==> src/sv/periodic_task_scheduler_unit_defines.svh <==
// ----------------------------------------------------------------------------
// periodic_task_scheduler_unit_defines
// Assertion helper macros for the periodic task scheduler.
// ----------------------------------------------------------------------------
`ifndef PERIODIC_TASK_SCHEDULER_UNIT_DEFINES_SVH
`define PERIODIC_TASK_SCHEDULER_UNIT_DEFINES_SVH
// Implication checked every cycle outside reset.
`define PTS_ASSERT(label, ante, cons, msg) \
  label: assert property (@(posedge clk) disable iff (rst) (ante) |-> (cons)) \
    else $error(msg);
// Next-cycle implication outside reset.
`define PTS_ASSERT_NEXT(label, ante, cons, msg) \
  label: assert property (@(posedge clk) disable iff (rst) (ante) |=> (cons)) \
    else $error(msg);
`endif

==> src/sv/pts_pkg.sv <==
// ----------------------------------------------------------------------------
// pts_pkg
// Shared types and constants of the periodic task scheduler.
// ----------------------------------------------------------------------------
package pts_pkg;

  localparam logic [0:0] OP_SCHED = 1'b0;
  localparam logic [0:0] OP_LOAD  = 1'b1;
  localparam logic [0:0] REG_SCHED_MODE = 1'b0;
  localparam logic [0:0] REG_TASK_COUNT = 1'b1;
  localparam logic [30:0] KEY_CEIL = 31'h7FFF_FFFF;
  localparam logic [31:0] DELAY_NONE = 32'hFFFF_FFFF;

  typedef struct packed {
    logic [0:0]  op;
    logic [31:0] now_ms;
    logic        finished;
    logic [2:0]  task_index;
    logic [7:0]  task_ident;
    logic [30:0] period;
    logic [31:0] exec_time;
    logic [31:0] first_release;
    logic [30:0] first_deadline;
  } in_item_t;

  typedef struct packed {
    logic        switched;
    logic [7:0]  active_id;
    logic        active_valid;
    logic        idle;
    logic [31:0] delay;
  } out_item_t;

  typedef enum logic [2:0] {
    ST_IDLE, ST_CHARGE, ST_RELEASE, ST_SELECT, ST_DECIDE, ST_DELAY, ST_OUT
  } state_t;

  // controller -> datapath
  typedef struct packed {
    logic load;
    logic start;
    logic charge;
    logic release_step;
    logic select_step;
    logic decide;
    logic delay_init;
    logic delay_step;
    logic out_load;
    logic idx_clear;
  } cmd_t;

  // datapath -> controller
  typedef struct packed {
    logic idx_last;
    logic scan_empty;
  } status_t;

endpackage

==> src/sv/pts_datapath.sv <==
// ----------------------------------------------------------------------------
// pts_datapath
// Task table, scan index and per-step arithmetic of the scheduler.
// ----------------------------------------------------------------------------
module pts_datapath #(
  parameter int MAX_TASKS = 8
) (
  input  logic              clk,
  input  logic              rst,
  input  pts_pkg::in_item_t item,
  input  logic              sched_mode,
  input  logic [3:0]        task_count,
  input  pts_pkg::cmd_t     cmd,
  output pts_pkg::status_t  status,
  output pts_pkg::out_item_t result
);

  localparam int IW = (MAX_TASKS > 1) ? $clog2(MAX_TASKS) : 1;
  localparam int CW = $clog2(MAX_TASKS + 1);

  logic [30:0] entry_period   [MAX_TASKS];
  logic [31:0] entry_budget   [MAX_TASKS];
  logic [31:0] entry_remaining[MAX_TASKS];
  logic [31:0] entry_release  [MAX_TASKS];
  logic [30:0] entry_deadline [MAX_TASKS];
  logic [7:0]  entry_ident    [MAX_TASKS];

  logic [IW-1:0] current_slot;
  logic          current_present;
  logic [31:0]   last_call_time;
  logic [31:0]   now;
  logic          fin;
  logic [IW-1:0] idx;
  logic [IW-1:0] best;
  logic [30:0]   best_key;
  logic          found;
  logic [31:0]   delay;
  logic          switched;

  // effective count, saturated at MAX_TASKS
  logic [CW-1:0] n_eff;
  always_comb begin
    if ({28'd0, task_count} > 32'(MAX_TASKS)) n_eff = CW'(MAX_TASKS);
    else n_eff = CW'(task_count);
  end

  assign status.idx_last   = (CW'(idx) + CW'(1)) >= n_eff;
  assign status.scan_empty = (n_eff == '0);

  logic [30:0] key_i, key_cur;
  assign key_i   = sched_mode ? entry_deadline[idx] : entry_period[idx];
  assign key_cur = sched_mode ? entry_deadline[current_slot] : entry_period[current_slot];

  logic [31:0] elapsed;
  assign elapsed = now - last_call_time;
  logic [31:0] until_i;
  assign until_i = entry_release[idx] - now;

  logic load_ok;
  assign load_ok = 32'(item.task_index) < 32'(MAX_TASKS);

  logic take_over, same;
  assign take_over = fin || (found && (!current_present || best_key < key_cur));
  assign same = (found == current_present) && (!found || best == current_slot);

  always_ff @(posedge clk) begin
    if (cmd.load && load_ok) begin
      entry_ident[IW'(item.task_index)]     <= item.task_ident;
      entry_period[IW'(item.task_index)]    <= item.period;
      entry_budget[IW'(item.task_index)]    <= item.exec_time;
      entry_release[IW'(item.task_index)]   <= item.first_release;
      entry_deadline[IW'(item.task_index)]  <= item.first_deadline;
    end
    if (cmd.start) begin
      now <= item.now_ms;
      fin <= item.finished;
    end
    if (cmd.charge) begin
      last_call_time <= now;
      if (current_present) begin
        fin <= elapsed >= entry_remaining[current_slot];
      end
      best_key <= pts_pkg::KEY_CEIL;
      best     <= '0;
      found    <= 1'b0;
    end
    if (cmd.release_step && now >= entry_release[idx]) begin
      entry_release[idx] <= entry_release[idx] + {1'b0, entry_period[idx]};
      if (sched_mode) entry_deadline[idx] <= entry_deadline[idx] + entry_period[idx];
    end
    if (cmd.select_step && entry_remaining[idx] != '0 && key_i < best_key) begin
      best_key <= key_i;
      best     <= idx;
      found    <= 1'b1;
    end
    if (cmd.decide) begin
      switched <= 1'b0;
      if (take_over && !same) begin
        current_present <= found;
        if (found) current_slot <= best;
        switched <= found;
      end
    end
    if (cmd.delay_init) begin
      delay <= current_present ? entry_remaining[current_slot] : pts_pkg::DELAY_NONE;
    end
    if (cmd.delay_step && until_i < delay) delay <= until_i;
    if (cmd.idx_clear) idx <= '0;
    else if (cmd.release_step || cmd.select_step || cmd.delay_step) idx <= idx + IW'(1);
    if (cmd.out_load) begin
      result.switched     <= switched;
      result.active_id    <= current_present ? entry_ident[current_slot] : 8'd0;
      result.active_valid <= current_present;
      result.idle         <= !found;
      result.delay        <= delay;
    end
    if (rst) begin
      last_call_time  <= '0;
      current_present <= 1'b0;
      current_slot    <= '0;
      idx             <= '0;
    end
  end

  // remaining time has a reset value: flops with synchronous clear
  always_ff @(posedge clk) begin
    if (rst) begin
      for (int i = 0; i < MAX_TASKS; i++) entry_remaining[i] <= '0;
    end else begin
      if (cmd.load && load_ok) entry_remaining[IW'(item.task_index)] <= '0;
      if (cmd.charge && current_present) begin
        if (elapsed >= entry_remaining[current_slot]) entry_remaining[current_slot] <= '0;
        else entry_remaining[current_slot] <= entry_remaining[current_slot] - elapsed;
      end
      if (cmd.release_step && now >= entry_release[idx]) entry_remaining[idx] <= entry_budget[idx];
    end
  end

endmodule

==> src/sv/pts_controller.sv <==
// ----------------------------------------------------------------------------
// pts_controller
// Sequencer for load and schedule items; owns both handshakes.
// ----------------------------------------------------------------------------
`include "periodic_task_scheduler_unit_defines.svh"
module pts_controller (
  input  logic              clk,
  input  logic              rst,
  input  logic              in_valid,
  output logic              in_ready,
  input  logic [0:0]        in_op,
  output logic              out_valid,
  input  logic              out_ready,
  input  pts_pkg::status_t  status,
  output pts_pkg::cmd_t     cmd
);

  pts_pkg::state_t state, state_next;
  logic out_valid_next;
  // marks the end of the delay scan
  logic cmd_done;

  always_ff @(posedge clk) begin
    if (rst) begin
      state     <= pts_pkg::ST_IDLE;
      out_valid <= 1'b0;
    end else begin
      state     <= state_next;
      out_valid <= out_valid_next;
    end
  end

  always_comb begin
    state_next     = state;
    cmd            = '0;
    in_ready       = 1'b0;
    out_valid_next = out_valid && !out_ready;
    case (state)
      pts_pkg::ST_IDLE: begin
        in_ready = 1'b1;
        if (in_valid) begin
          if (in_op == pts_pkg::OP_LOAD) begin
            cmd.load = 1'b1;
          end else begin
            cmd.start  = 1'b1;
            state_next = pts_pkg::ST_CHARGE;
          end
        end
      end
      pts_pkg::ST_CHARGE: begin
        cmd.charge    = 1'b1;
        cmd.idx_clear = 1'b1;
        state_next = status.scan_empty ? pts_pkg::ST_DECIDE : pts_pkg::ST_RELEASE;
      end
      pts_pkg::ST_RELEASE: begin
        if (status.idx_last) begin
          cmd.idx_clear = 1'b1;
          state_next    = pts_pkg::ST_SELECT;
        end
        cmd.release_step = 1'b1;
      end
      pts_pkg::ST_SELECT: begin
        if (status.idx_last) begin
          cmd.idx_clear = 1'b1;
          state_next    = pts_pkg::ST_DECIDE;
        end
        cmd.select_step = 1'b1;
      end
      pts_pkg::ST_DECIDE: begin
        cmd.decide    = 1'b1;
        cmd.idx_clear = 1'b1;
        state_next    = pts_pkg::ST_DELAY;
      end
      pts_pkg::ST_DELAY: begin
        // init cycle seeds from current task; scan steps follow in ST_OUT
        cmd.delay_init = 1'b1;
        cmd.idx_clear  = 1'b1;
        state_next     = pts_pkg::ST_OUT;
      end
      pts_pkg::ST_OUT: begin
        // scan delays, then hold the result until the slot frees
        if (!status.scan_empty && !cmd_done) begin
          cmd.delay_step = 1'b1;
        end
        if (status.scan_empty || cmd_done) begin
          if (!out_valid || out_ready) begin
            cmd.out_load   = 1'b1;
            out_valid_next = 1'b1;
            state_next     = pts_pkg::ST_IDLE;
          end
        end
      end
      default: state_next = pts_pkg::ST_IDLE;
    endcase
  end

  always_ff @(posedge clk) begin
    if (rst || state != pts_pkg::ST_OUT) cmd_done <= 1'b0;
    else if (cmd.delay_step && status.idx_last) cmd_done <= 1'b1;
  end

  `PTS_ASSERT(a_ready_idle, in_ready, state == pts_pkg::ST_IDLE, "ready outside idle")
  `PTS_ASSERT(a_one_step, 1'b1, $onehot0({cmd.release_step, cmd.select_step, cmd.delay_step}),
    "overlapping scan steps")
  `PTS_ASSERT_NEXT(a_out_load, cmd.out_load, out_valid, "result not presented")
  `PTS_ASSERT_NEXT(a_sched_start, in_valid && in_ready && in_op == pts_pkg::OP_SCHED,
    state == pts_pkg::ST_CHARGE, "schedule item not started")

endmodule

==> src/sv/periodic_task_scheduler_unit.sv <==
// ----------------------------------------------------------------------------
// periodic_task_scheduler_unit
// Rate monotonic / EDF scheduler over a table of periodic tasks.
// ----------------------------------------------------------------------------
// Usage:
//   in channel (in_valid/in_ready, in_data): a load item writes one table
//   entry and gives no result. A schedule item charges the running task,
//   releases due tasks, picks the best task and computes the delay, giving
//   one result on the out channel (out_valid/out_ready). One sequencer
//   walks the entries in use once each for release, selection and delay,
//   one entry per cycle.
//   The result sits in an output register; the next item is accepted while
//   it waits, but a new result waits for the register to free, so a stalled
//   receiver holds the block after its next schedule scan.
//   Configuration (cfg_we, cfg_index, cfg_data) must be written only while
//   idle; the block does not enforce it.
//   Reset: sync, active high; mode RM, task_count 1, no current task,
//   remaining times zero. Other table fields are undefined until loaded.
// ----------------------------------------------------------------------------
module periodic_task_scheduler_unit #(
  parameter int MAX_TASKS = 8
) (
  input  logic               clk,
  input  logic               rst,
  input  logic               in_valid,
  output logic               in_ready,
  input  pts_pkg::in_item_t  in_data,
  output logic               out_valid,
  input  logic               out_ready,
  output pts_pkg::out_item_t out_data,
  input  logic               cfg_we,
  input  logic [0:0]         cfg_index,
  input  logic [3:0]         cfg_data
);

  logic       sched_mode;
  logic [3:0] task_count;

  always_ff @(posedge clk) begin
    if (rst) begin
      sched_mode <= 1'b0;
      task_count <= 4'd1;
    end else if (cfg_we) begin
      case (cfg_index)
        pts_pkg::REG_SCHED_MODE: sched_mode <= cfg_data[0];
        pts_pkg::REG_TASK_COUNT: task_count <= cfg_data;
        default: ;
      endcase
    end
  end

  pts_pkg::cmd_t    cmd;
  pts_pkg::status_t status;

  pts_controller u_ctrl (
    .clk(clk), .rst(rst),
    .in_valid(in_valid), .in_ready(in_ready), .in_op(in_data.op),
    .out_valid(out_valid), .out_ready(out_ready),
    .status(status), .cmd(cmd)
  );

  pts_datapath #(.MAX_TASKS(MAX_TASKS)) u_dp (
    .clk(clk), .rst(rst), .item(in_data),
    .sched_mode(sched_mode), .task_count(task_count),
    .cmd(cmd), .status(status), .result(out_data)
  );

endmodule

==> config.mk <==
export PLATFORM = sky130hd
export DESIGN_NAME = periodic_task_scheduler_unit
export DESIGN_NICKNAME = d
export VERILOG_FILES = /design/src/sv/pts_pkg.sv /design/src/sv/pts_datapath.sv /design/src/sv/pts_controller.sv /design/src/sv/periodic_task_scheduler_unit.sv
export VERILOG_INCLUDE_DIRS = /design/src /design/src/sv
export SDC_FILE = /design/constraint.sdc
export NUM_CORES = 2
export LEC_CHECK = 0
export BUFFER_PORTS_ARGS = -buffer_cell sky130_fd_sc_hd__buf_2
export CAP_MARGIN = 20
export CORE_MARGIN = 2
export CORE_UTILIZATION = 45
export CTS_BUF_LIST = sky130_fd_sc_hd__clkbuf_4 sky130_fd_sc_hd__clkbuf_8
export DETAILED_ROUTE_END_ITERATION = 12
export PLACE_DENSITY = 0.7
export SETUP_SLACK_MARGIN = 0.05
export SLEW_MARGIN = 20
export SYNTH_ARGS = -nofsm -noshare
export SYNTH_HDL_FRONTEND = slang
export SYNTH_SLANG_ARGS = --single-unit
==> constraint.sdc <==
create_clock -name clk -period 23.7 [get_ports clk]
set_clock_uncertainty 0.2 [all_clocks]
set_input_delay 1.185 -clock clk [delete_from_list [all_inputs] [get_ports clk]]
set_output_delay 1.185 -clock clk [all_outputs]
set_load 0.02 [all_outputs]
==> results.rst <==
.. list-table::
   :header-rows: 1

   * - Metric
     - Value
   * - Run status
     - complete, no violations
   * - Layout Area Growth over Synthesis
     - 11.5%
   * - Wire length of the first global-routing pass
     - 314 mm
   * - Power per standard cell area
     - 79.3 nW/um2
   * - Total via count after detailed routing
     - 47100
   * - Seq/Total Area, Yosys
     - 60.9%
   * - Maximum root-to-sink buffer count
     - 3
   * - Horiz. Die Dim
     - 410 um
   * - Critical Path End Type
     - flop
   * - Top_reg_cell synth
     - sky130_fd_sc_hd__edfxtp_1
   * - Most common cell after layout, fill and taps aside
     - sky130_fd_sc_hd__edfxtp_1
   * - Global Route Usage Sum
     - 25.7%
   * - Fraction of the cycle the final worst path needs
     - 35.8%
   * - Mapped Cells
     - 5037
   * - Total area of multi-input combinational cells
     - 27500 um2
   * - Worst Path Max Fanout
     - 41
   * - Final routed wire length divided by cell count
     - 28.2 um
   * - Minimum period implied by the final worst setup slack
     - 8.48 ns
   * - Clock network latency to the later pin of the worst-skew pair
     - 1.00 ns
   * - Worst vdd ir
     - 0.0622 mV
   * - Post-cts hold buffer count
     - 0
   * - Critical path data required time
     - 24.12 ns
   * - Clock tree from TritonCTS
     - built
   * - Initial antenna violation count
     - 42
   * - # fillers
     - 13700
   * - Cells resized by post-CTS repair
     - 0
   * - Cell area after layout
     - 82900 um2
   * - Tightest slew margin relative to the limit
     - 28.4%
   * - Accumulated negative setup slack
     - 0 ns
   * - Critical path type
     - reg -> reg
   * - # Max-Cap Violations
     - 0
   * - Num rows
     - 149
   * - Non-filler instance count after layout
     - 7745
   * - Vias in the first global route
     - 46100
   * - Aggregate routed wire length
     - 219 mm
   * - Number of flops mapped to enable cells by yosys
     - 1470
   * - Fraction of registers with async set/reset
     - 0%
   * - DRC violations left
     - 0
   * - Arrival @ worst endpoint
     - 8.90 ns
   * - Number of clock buffers inserted by TritonCTS
     - 241
   * - GPL Wtd Cong
     - 0.946
   * - Initial Util
     - 45.2%
   * - Worst R2R Setup Slack
     - 15.22 ns
   * - Vertical die dimension
     - 410 um
   * - Count of final hold-check violations
     - 0
   * - Vias per inst
     - 6.08
   * - Reg area
     - 45300 um2
   * - Placed Instances
     - 7299
   * - Distinct cells, synth
     - 78
   * - Number of warning messages in the yosys log
     - 0
   * - Core region area
     - 164000 um2
   * - Number of flip-flops and latches in the synthesized netlist
     - 1527
   * - Drt pass-1 iters
     - 6
   * - Post-detailed-placement half-perimeter wirelength
     - 148 mm
   * - Buffers inserted during post-CTS setup optimization
     - 0
   * - Count of clock tree sinks
     - 1527
   * - Final standard cell utilization of the core
     - 50.4%
   * - Hold Path Class
     - in -> reg
   * - Iter 0 DRT Violations
     - 5405
   * - Final number of max-transition violations
     - 0
   * - Average instance area after synthesis
     - 14.8 um2
   * - Ratio of cells with drive above 1 in the final layout
     - 23.6%
   * - Area of the mapped netlist
     - 74300 um2
   * - Count of input and output buffers
     - 225
   * - Die outline area
     - 168000 um2
   * - Static power due to leakage
     - 0.0286 uW
   * - Worst-Margin Slew
     - 1.07 ns
   * - Post-placement cell area
     - 78300 um2
   * - H-tree levels
     - 4
   * - Clk slew on worst S/H paths
     - 0.06 ns
   * - Cell chosen for the clock root
     - sky130_fd_sc_hd__clkbuf_8
   * - Critical path launch point type
     - flop
   * - Setup Viol. Count Final
     - 0
   * - Setup repair after global routing missed its margin
     - false
   * - Highest attainable clock frequency
     - 118 MHz
   * - Leftover overflow at the end of global routing
     - 0
   * - Net count of the mapped netlist
     - 5475
   * - Commonest non-fill, non-tap cells in the layout
     - sky130_fd_sc_hd__edfxtp_1, sky130_fd_sc_hd__nand2_1, sky130_fd_sc_hd__mux4_2
   * - Top-level I/O count
     - 226
   * - Number of nets still failing antenna checks after routing
     - 0
   * - Final layout net count
     - 5791
   * - Largest net degree at the start of global routing
     - 132
==> power breakdown <==
group | internal [uW] | leakage, uW | switching, uW
Sequential | 3060 | 0.0140 | 50.1
Clock | 1100 | 0.00244 | 1060
Combinational | 493 | 0.0122 | 811
Total | 4660 | 0.0286 | 1920
==> stage by stage <==
stage	setup WS [ns]	power (uW)	hold slack (ns)
after floorplan	16.13	4030	0.200
after global placement	15.30	4430	0.219
after detailed placement	15.22	4450	0.228
after CTS	15.21	6580	0.115
after global routing	14.51	6820	0.128
final	15.22	6580	0.193
==> flip-flops by register name, summed over array words and instances, names as in the netlist, 3 cells and up, named ones only <==
signal                count
u_dp.delay               32
u_ctrl.state              3
u_dp.entry_budget       256
u_dp.entry_period       248
u_dp.idx                  3
u_dp.best                 3
u_dp.last_call_time      32
u_dp.entry_remaining    256
u_dp.current_slot         3
u_dp.now                 32
u_dp.best_key            31
u_dp.entry_ident         64
u_dp.entry_release      256
task_count                4
u_dp.result              43
u_dp.entry_deadline     248
==> worst max-delay path, cell delays in order, from the launching register on <==
cell                       delay [ns]
sky130_fd_sc_hd__dfxtp_4         0.90
sky130_fd_sc_hd__buf_4           0.68
sky130_fd_sc_hd__buf_4           0.77
sky130_fd_sc_hd__buf_4           0.74
sky130_fd_sc_hd__mux4_2          0.59
sky130_fd_sc_hd__nand2_1         0.08
sky130_fd_sc_hd__nand2_1         0.12
sky130_fd_sc_hd__ha_1            0.34
sky130_fd_sc_hd__inv_1           0.06
sky130_fd_sc_hd__o21ai_0         0.30
sky130_fd_sc_hd__a21boi_0        0.22
sky130_fd_sc_hd__o31ai_1         0.77
sky130_fd_sc_hd__a31oi_1         0.27
sky130_fd_sc_hd__o21ai_0         0.72
sky130_fd_sc_hd__a311o_1         0.29
sky130_fd_sc_hd__a31oi_1         0.09
sky130_fd_sc_hd__xor2_1          0.14
sky130_fd_sc_hd__o21ai_0         0.67
==> worst paths after layout <==
check | startpoint | end | depth (start not counted)
hold / removal | in_data[146] | u_dp.now[8]$_DFFE_PP_ | 1
setup reg to reg | flop | u_dp.entry_deadline[1][29]$_DFFE_PP_ | 17
setup / recovery | flop | u_dp.entry_deadline[1][29]$_DFFE_PP_ | 17
hold reg to reg | u_dp.switched$_SDFFCE_PN0P_ | u_dp.result[42]$_DFFE_PP_ | 0
==> cells in the mapped netlist, drive strengths merged, types with 6 or more instances <==
| library cell | n | share of area [%] |
|---|---|---|
| a2111oi | 7 | 0.091 |
| a211o | 7 | 0.082 |
| a211oi | 11 | 0.11 |
| a21boi | 7 | 0.071 |
| a21o | 97 | 0.98 |
| a21oi | 210 | 1.4 |
| a221o | 6 | 0.081 |
| a22oi | 35 | 0.55 |
| a31oi | 24 | 0.21 |
| and2 | 21 | 0.18 |
| and3 | 11 | 0.093 |
| buf | 72 | 0.43 |
| clkbuf | 161 | 0.81 |
| dfxtp | 57 | 1.5 |
| edfxtp | 1470 | 59 |
| ha | 252 | 4.2 |
| inv | 241 | 1.2 |
| mux2 | 44 | 0.67 |
| mux2i | 51 | 0.69 |
| mux4 | 488 | 15 |
| nand2 | 519 | 2.6 |
| nand2b | 91 | 0.77 |
| nand3 | 37 | 0.25 |
| nand4 | 41 | 0.35 |
| nor2 | 416 | 2.1 |
| nor2b | 33 | 0.28 |
| nor3 | 44 | 0.30 |
| nor4 | 59 | 0.50 |
| nor4b | 6 | 0.071 |
| o2111ai | 6 | 0.071 |
| o211ai | 18 | 0.18 |
| o21a | 41 | 0.41 |
| o21ai | 151 | 1.0 |
| o21bai | 19 | 0.19 |
| o22ai | 6 | 0.051 |
| o31a | 24 | 0.28 |
| o31ai | 21 | 0.21 |
| or2 | 17 | 0.14 |
| or3 | 14 | 0.12 |
| xnor2 | 62 | 0.73 |
| xor2 | 75 | 0.88 |
==> routing by layer <==
metal,global-route usage [%],up-vias,part of all wire [%]
li1,-,20200,-
met4,10.4,42,4.2
met5,0,-,0.12
met1,34.6,24000,39
met3,6.79,396,10
met2,39.7,2434,46
==> cell type report <==
type / count / share of cell area [%]
Antenna cell: 12 / 0.0362
Clock buffer: 321 / 4.76
Clock inverter: 113 / 0.813
Inverter: 242 / 1.12
Multi-Input combinational cell: 3035 / 33.2
Sequential cell: 1527 / 54.7
Tap cell: 2189 / 3.30
Timing Repair Buffer: 306 / 2.14
==> cells by family after synthesis <==
group / after synthesis / synth area share [%]
mux: 583 / 16.1
simple gates: 1326 / 7.94
buf+inv: 475 / 2.47
xor+xnor: 137 / 1.61
fa+ha+maj: 257 / 4.38
flops: 1527 / 60.9
compound gates: 732 / 6.54
Note: power is estimated with default switching activity, not from simulation.
